`config.mk`:
```
export PLATFORM = sky130hd
export DESIGN_NAME = amu_ctrl
export DESIGN_NICKNAME = d
export VERILOG_FILES = /design/src/hw/rtl/amu_pkg.sv /design/src/hw/rtl/amu_ctrl.sv
export VERILOG_INCLUDE_DIRS = /design/src /design/src/hw/rtl
export SDC_FILE = /design/constraint.sdc
export NUM_CORES = 1
export LEC_CHECK = 0
export ABC_AREA = 1
export BUFFER_PORTS_ARGS = -buffer_cell sky130_fd_sc_hd__buf_2
export CAP_MARGIN = 20
export CORE_ASPECT_RATIO = 0.7
export CORE_MARGIN = 8
export CORE_UTILIZATION = 30
export DETAILED_ROUTE_END_ITERATION = 16
export PLACE_DENSITY = 0.63
export SYNTH_ARGS = -nofsm -noshare
export SYNTH_HDL_FRONTEND = slang
export SYNTH_SLANG_ARGS = --single-unit
```
`constraint.sdc`:
```
create_clock -name clk -period 2.3 [get_ports clk]
set_clock_uncertainty 0.2 [all_clocks]
set_input_delay 0.23 -clock clk [delete_from_list [all_inputs] [get_ports clk]]
set_output_delay 0.23 -clock clk [all_outputs]
set_load 0.02 [all_outputs]
```
`src/hw/rtl/accumulator_machine_16bit_unit_defines.svh`:
```
// Assertion macros used by the accumulator machine control module.
`ifndef ACCUMULATOR_MACHINE_16BIT_UNIT_DEFINES_SVH
`define ACCUMULATOR_MACHINE_16BIT_UNIT_DEFINES_SVH
`ifndef SYNTHESIS
`define AMU_ASSERT(lbl, prop) \
	lbl: assert property (@(posedge clk) disable iff (!arst_n) prop) \
		else $error("amu: property failed");
`define AMU_ASSERT_NEVER(lbl, cond) \
	lbl: assert property (@(posedge clk) disable iff (!arst_n) !(cond)) \
		else $error("amu: forbidden condition seen");
`else
`define AMU_ASSERT(lbl, prop)
`define AMU_ASSERT_NEVER(lbl, cond)
`endif
`endif

```
`src/hw/rtl/amu_pkg.sv`:
```
package amu_pkg;

	localparam int DEF_MEM_DEPTH = 4096;
	localparam int WORD_W = 16;
	localparam int PC_OUT_W = 13;

	typedef enum logic [1:0] {
		FN_LOAD  = 2'd0,
		FN_START = 2'd1,
		FN_EXEC  = 2'd2
	} fn_t;

	typedef enum logic [2:0] {
		OP_BAN = 3'd0,
		OP_SUB = 3'd1,
		OP_STC = 3'd2,
		OP_AND = 3'd3,
		OP_ADD = 3'd4,
		OP_LD  = 3'd5,
		OP_BR  = 3'd6,
		OP_SYS = 3'd7
	} op_t;

	localparam logic [11:0] SYS_RD  = 12'd1;
	localparam logic [11:0] SYS_STP = 12'd2;
	localparam logic [11:0] SYS_WRT = 12'd3;

	typedef enum logic [2:0] {
		RS_RUNNING = 3'd0,
		RS_IDLE    = 3'd1,
		RS_STOPPED = 3'd2,
		RS_BADINSN = 3'd3,
		RS_BADADDR = 3'd4,
		RS_PASTEND = 3'd5
	} rs_t;

	typedef enum logic [2:0] {
		S_CLEAR,
		S_IDLE,
		S_FETCH,
		S_DECODE,
		S_POINTER,
		S_OPERAND
	} state_t;

	typedef enum logic {
		RSEL_PC,
		RSEL_DATA
	} rsel_t;

	typedef enum logic [1:0] {
		WSEL_NONE,
		WSEL_LOAD,
		WSEL_CLEAR,
		WSEL_STORE
	} wsel_t;

	typedef enum logic [1:0] {
		ACC_HOLD,
		ACC_ZERO,
		ACC_READ,
		ACC_ALU
	} acc_op_t;

	typedef enum logic [1:0] {
		PC_HOLD,
		PC_ZERO,
		PC_NEXT,
		PC_JUMP
	} pc_op_t;

	typedef struct packed {
		logic    item_clr;
		logic    rd_en;
		rsel_t   rd_sel;
		wsel_t   wr_sel;
		logic    ir_we;
		acc_op_t acc_op;
		pc_op_t  pc_op;
		logic    rs_we;
		rs_t     rs_val;
		logic    wv_set;
		logic    rt_set;
	} cmd_t;

	typedef struct packed {
		logic        running;
		logic        pc_past;
		op_t         op;
		logic        ind;
		logic [11:0] target;
		logic        acc_neg;
		logic        data_bad;
		logic        tgt_bad_dir;
		logic        tgt_bad_ind;
		logic        clr_last;
		op_t         ir_op;
	} sts_t;

endpackage

```
`src/hw/rtl/amu_ctrl.sv`:
```
`include "accumulator_machine_16bit_unit_defines.svh"

module amu_ctrl import amu_pkg::*; (
	input  logic       clk,
	input  logic       arst_n,
	input  logic       start,
	input  logic [1:0] func,
	output logic       busy,
	output logic       done,
	output cmd_t       cmd,
	input  sts_t       sts
);

	state_t state_q, state_d;
	logic   done_q, done_d;
	logic   resolve;
	op_t    act_op;

	always_ff @(posedge clk or negedge arst_n) begin
		if (!arst_n) begin
			state_q <= S_CLEAR;
			done_q  <= 1'b0;
		end else begin
			state_q <= state_d;
			done_q  <= done_d;
		end
	end

	always_comb begin
		state_d = state_q;
		done_d  = 1'b0;
		resolve = 1'b0;
		act_op  = sts.ir_op;
		cmd     = '0;
		unique case (state_q)
			S_CLEAR: begin
				cmd.wr_sel = WSEL_CLEAR;
				if (sts.clr_last) begin
					state_d = S_IDLE;
				end
			end
			S_IDLE: begin
				if (start) begin
					cmd.item_clr = 1'b1;
					done_d       = 1'b1;
					unique case (fn_t'(func))
						FN_LOAD: begin
							cmd.wr_sel = WSEL_LOAD;
						end
						FN_START: begin
							cmd.acc_op = ACC_ZERO;
							cmd.pc_op  = PC_ZERO;
							cmd.rs_we  = 1'b1;
							cmd.rs_val = RS_RUNNING;
						end
						FN_EXEC: begin
							if (sts.running && sts.pc_past) begin
								cmd.rs_we  = 1'b1;
								cmd.rs_val = RS_PASTEND;
							end else if (sts.running) begin
								done_d  = 1'b0;
								state_d = S_FETCH;
							end
						end
						default: begin
							done_d = 1'b1;
						end
					endcase
				end
			end
			S_FETCH: begin
				cmd.rd_en  = 1'b1;
				cmd.rd_sel = RSEL_PC;
				state_d    = S_DECODE;
			end
			S_DECODE: begin
				cmd.ir_we = 1'b1;
				act_op    = sts.op;
				state_d   = S_IDLE;
				done_d    = 1'b1;
				if (sts.op == OP_SYS) begin
					unique case (sts.target)
						SYS_RD: begin
							cmd.acc_op = ACC_READ;
							cmd.rt_set = 1'b1;
							cmd.pc_op  = PC_NEXT;
						end
						SYS_STP: begin
							cmd.rs_we  = 1'b1;
							cmd.rs_val = RS_STOPPED;
						end
						SYS_WRT: begin
							cmd.wv_set = 1'b1;
							cmd.pc_op  = PC_NEXT;
						end
						default: begin
							cmd.rs_we  = 1'b1;
							cmd.rs_val = RS_BADINSN;
						end
					endcase
				end else if (sts.op == OP_BAN && !sts.acc_neg) begin
					cmd.pc_op = PC_NEXT;
				end else if (sts.ind) begin
					if (sts.tgt_bad_ind) begin
						cmd.rs_we  = 1'b1;
						cmd.rs_val = RS_BADADDR;
					end else begin
						cmd.rd_en  = 1'b1;
						cmd.rd_sel = RSEL_DATA;
						state_d    = S_POINTER;
						done_d     = 1'b0;
					end
				end else if (sts.tgt_bad_dir) begin
					cmd.rs_we  = 1'b1;
					cmd.rs_val = RS_BADADDR;
				end else begin
					resolve = 1'b1;
				end
			end
			S_POINTER: begin
				state_d = S_IDLE;
				done_d  = 1'b1;
				if (sts.data_bad) begin
					cmd.rs_we  = 1'b1;
					cmd.rs_val = RS_BADADDR;
				end else begin
					resolve = 1'b1;
				end
			end
			S_OPERAND: begin
				cmd.acc_op = ACC_ALU;
				cmd.pc_op  = PC_NEXT;
				state_d    = S_IDLE;
				done_d     = 1'b1;
			end
			default: begin
				state_d = S_IDLE;
			end
		endcase

		// The operand address sits in the low bits of the word just read.
		if (resolve) begin
			if (act_op == OP_BAN || act_op == OP_BR) begin
				cmd.pc_op = PC_JUMP;
			end else if (act_op == OP_STC) begin
				cmd.wr_sel = WSEL_STORE;
				cmd.acc_op = ACC_ZERO;
				cmd.pc_op  = PC_NEXT;
			end else begin
				cmd.rd_en  = 1'b1;
				cmd.rd_sel = RSEL_DATA;
				state_d    = S_OPERAND;
				done_d     = 1'b0;
			end
		end
	end

	assign busy = (state_q != S_IDLE);
	assign done = done_q;

	`AMU_ASSERT(a_done_when_idle, done |-> !busy)
	`AMU_ASSERT(a_short_item, start && !busy && func != FN_EXEC |=> done)
	`AMU_ASSERT(a_no_spurious_done, !busy && !start |=> !done)
	`AMU_ASSERT_NEVER(a_no_item_in_clear, state_q == S_CLEAR && $past(state_q) == S_IDLE)

endmodule

```
==> flow_summary.json <==
{
  "final_util": 0.445,
  "dp_hpwl_um": 2280,
  "detail-route-antenna-nets": 0,
  "syn_to_final_growth_pct": 39.8,
  "clock-root-buffer": "clkbuf_8",
  "period_needed_ps": 2160,
  "endpoint_kind": "primary output",
  "fp.dieW_um": 77.5,
  "finalCritPeriodShare": 0.940,
  "grt_pass1_vias": 1056,
  "drv_cap": 0,
  "worst_slew_pin_slew_ps": 337,
  "crit_fanout": 10,
  "dpl_cell_area_um2": 1060,
  "num_rows": 15,
  "ys_ff_latch": 4,
  "holdPathStages": 3,
  "multi_input_area_um2": 591,
  "antenna_cells": 0,
  "grt_pass1_wl_um": 4440,
  "outcome": "finished, final reports clean",
  "setup_ws_ps": 138,
  "register_area_um2": 101,
  "final_layout_size_suffix_gt1_frac": 0.408,
  "synth-main-ff-cell": "dfrtp_1",
  "path_clk_slew_ps": 30,
  "syn_inst": 134,
  "drtPass1Iterations": 4,
  "htree_num_levels": 1,
  "final_area_um2": 1110,
  "grt_max_degree": 11,
  "setup_viol": 0,
  "chipHeight_um": 59.1,
  "holdWs_ps": 78.9,
  "cts_sinks": 4,
  "vias": 1008,
  "intPower_mw": 0.299,
  "antenna_found_initial": 0,
  "p_per_area_nw_per_um2": 492,
  "routed_via_density": 4.62,
  "tritoncts": "built",
  "power_leakage_nw": 0.656,
  "cts_buffers": 3,
  "final.fill_count": 272,
  "path_class": "register to primary output",
  "synth_cell_types": 28,
  "dp_slack_ps": 349,
  "layout.cells.most_common": "buf_2",
  "fp.coreArea_um2": 2500,
  "slew_headroom": 0.775,
  "gp_congestion": 0.899,
  "pwr-share-clk": 0.273,
  "hp-class": "input port to register",
  "hold_viol_final": 0,
  "required_ps": 1870,
  "ys_warn_count": 0,
  "irDropWorstVdd_mv": 0.266,
  "initial_core_util": 0.318,
  "final_nets": 220,
  "ios": 49,
  "async_reset_ff_frac": 1.00,
  "post_cts_buffers": 0,
  "wl_per_cell_um": 12.1,
  "synth.avg_cell_area_um2": 5.93,
  "fin_tns_setup_ps": 0,
  "ys_seq_area_frac": 0.126,
  "p_sw_mw": 0.248,
  "seq_power_share": 0.209,
  "rr_worst_depth": 6,
  "cp.arrival_ps": 1730,
  "syn-cell-area_um2": 795,
  "layout_common_cells": "48 x buf_2, 35 x nand2_1, 20 x inv_1",
  "drv_slew": 0,
  "drt-total-wl_um": 2630,
  "max_clock_freq_mhz": 463,
  "p_comb_frac": 0.518,
  "switching_share": 0.453,
  "overflow": 0,
  "clockBufferDepth": 2,
  "die_area_um2": 4580,
  "clock_latency_ps": 220,
  "syn_nets": 168,
  "crit_path_start_kind": "register",
  "grt_setup_unrepaired": "false",
  "synth_edf_count": 0,
  "io_buffer_count": 48,
  "drc": 0,
  "first_iter_violations": 31,
  "gr-usage-all-layers": 0.115
}
-- critical path, stage by stage (launching register included) --
cell and delay, ps:
dfrtp_1 480, inv_4 160, nand3_4 160, nor2_2 190, inv_1 80, a21oi_2 150, nand3b_1 130, buf_2 170
-- registers in the layout, indices dropped and copies added (netlist names) --
name and cells:
state_q 3, done 1
-- layout make-up --
cell class | instances | share of cell area
clock buffer | 3 | 0.0372
inverter | 22 | 0.0766
multi-input combinational | 106 | 0.532
sequential | 4 | 0.0912
tap | 34 | 0.0383
timing repair buffer | 49 | 0.225
-- cells in the mapped netlist, drive strengths merged (2+ instances only) --
| cell type | n | area [um2] |
|---|---|---|
| nand2 | 47 | 221 |
| nand3b | 2 | 15.0 |
| nor3 | 4 | 20.0 |
| inv | 22 | 85.1 |
| nand3 | 12 | 77.6 |
| ha | 3 | 37.5 |
| dfrtp | 4 | 100 |
| nand4 | 6 | 37.5 |
| a21oi | 3 | 18.8 |
| buf | 2 | 18.8 |
| nor2 | 19 | 91.3 |
| o21ai | 5 | 36.3 |
-- layer usage --
| layer | global-route usage | up-vias | routed length, um |
|---|---|---|---|
| li1 | - | 528 | - |
| met4 | 0.0241 | 0 | 16 |
| met1 | 0.138 | 449 | 1200 |
| met3 | 0.0318 | 2 | 141 |
| met5 | 0 | - | 0 |
| met2 | 0.202 | 29 | 1270 |
-- repair_timing --
| action | CTS | global route |
|---|---|---|
| hold buffers | 1 | 0 |
| resized for setup | 0 | 1 |
| hold endpoints to repair | 4 | 0 |
| setup endpoints to repair | 0 | 1 |
-- cells by family after synthesis --
group / count (synthesis) / synth area share
AND/OR/NAND/NOR: 92 / 0.598
buffers and inverters: 24 / 0.131
adder cells (fa/ha/maj): 3 / 0.0472
flip-flops: 4 / 0.126
AO/OA/AOI/OAI: 11 / 0.0977
-- power by group through the flow --
stage | Sequential [mW] | Combinational (mW) | Clock [mW]
final | 0.114 | 0.283 | 0.149
after global routing | 0.117 | 0.317 | 0.157
after CTS | 0.114 | 0.288 | 0.152
after detailed placement | 0.114 | 0.284 | 0
after global placement | 0.113 | 0.280 | 0
after floorplan | 0.0971 | 0.213 | 0
-- per-stage QoR --
step                      std cells  power [mW]
after global routing            218       0.591
after global placement          214       0.393
final                           218       0.547
after detailed placement        214       0.398
after floorplan                 134       0.310
after CTS                       218       0.553
-- worst paths after layout --
check	from	to	slack [ps]
min	sts[3]	state_q[0]	80
max reg2reg	state_q[0]	done	620
min reg2reg	state_q[1]	state_q[1]	490
max in group asynchronous	arst_n	state_q[1]	1590
min in group asynchronous	arst_n	done	170
max	state_q[2]	cmd[5]	140
No activity file was read; power rests on OpenSTA's default activity.
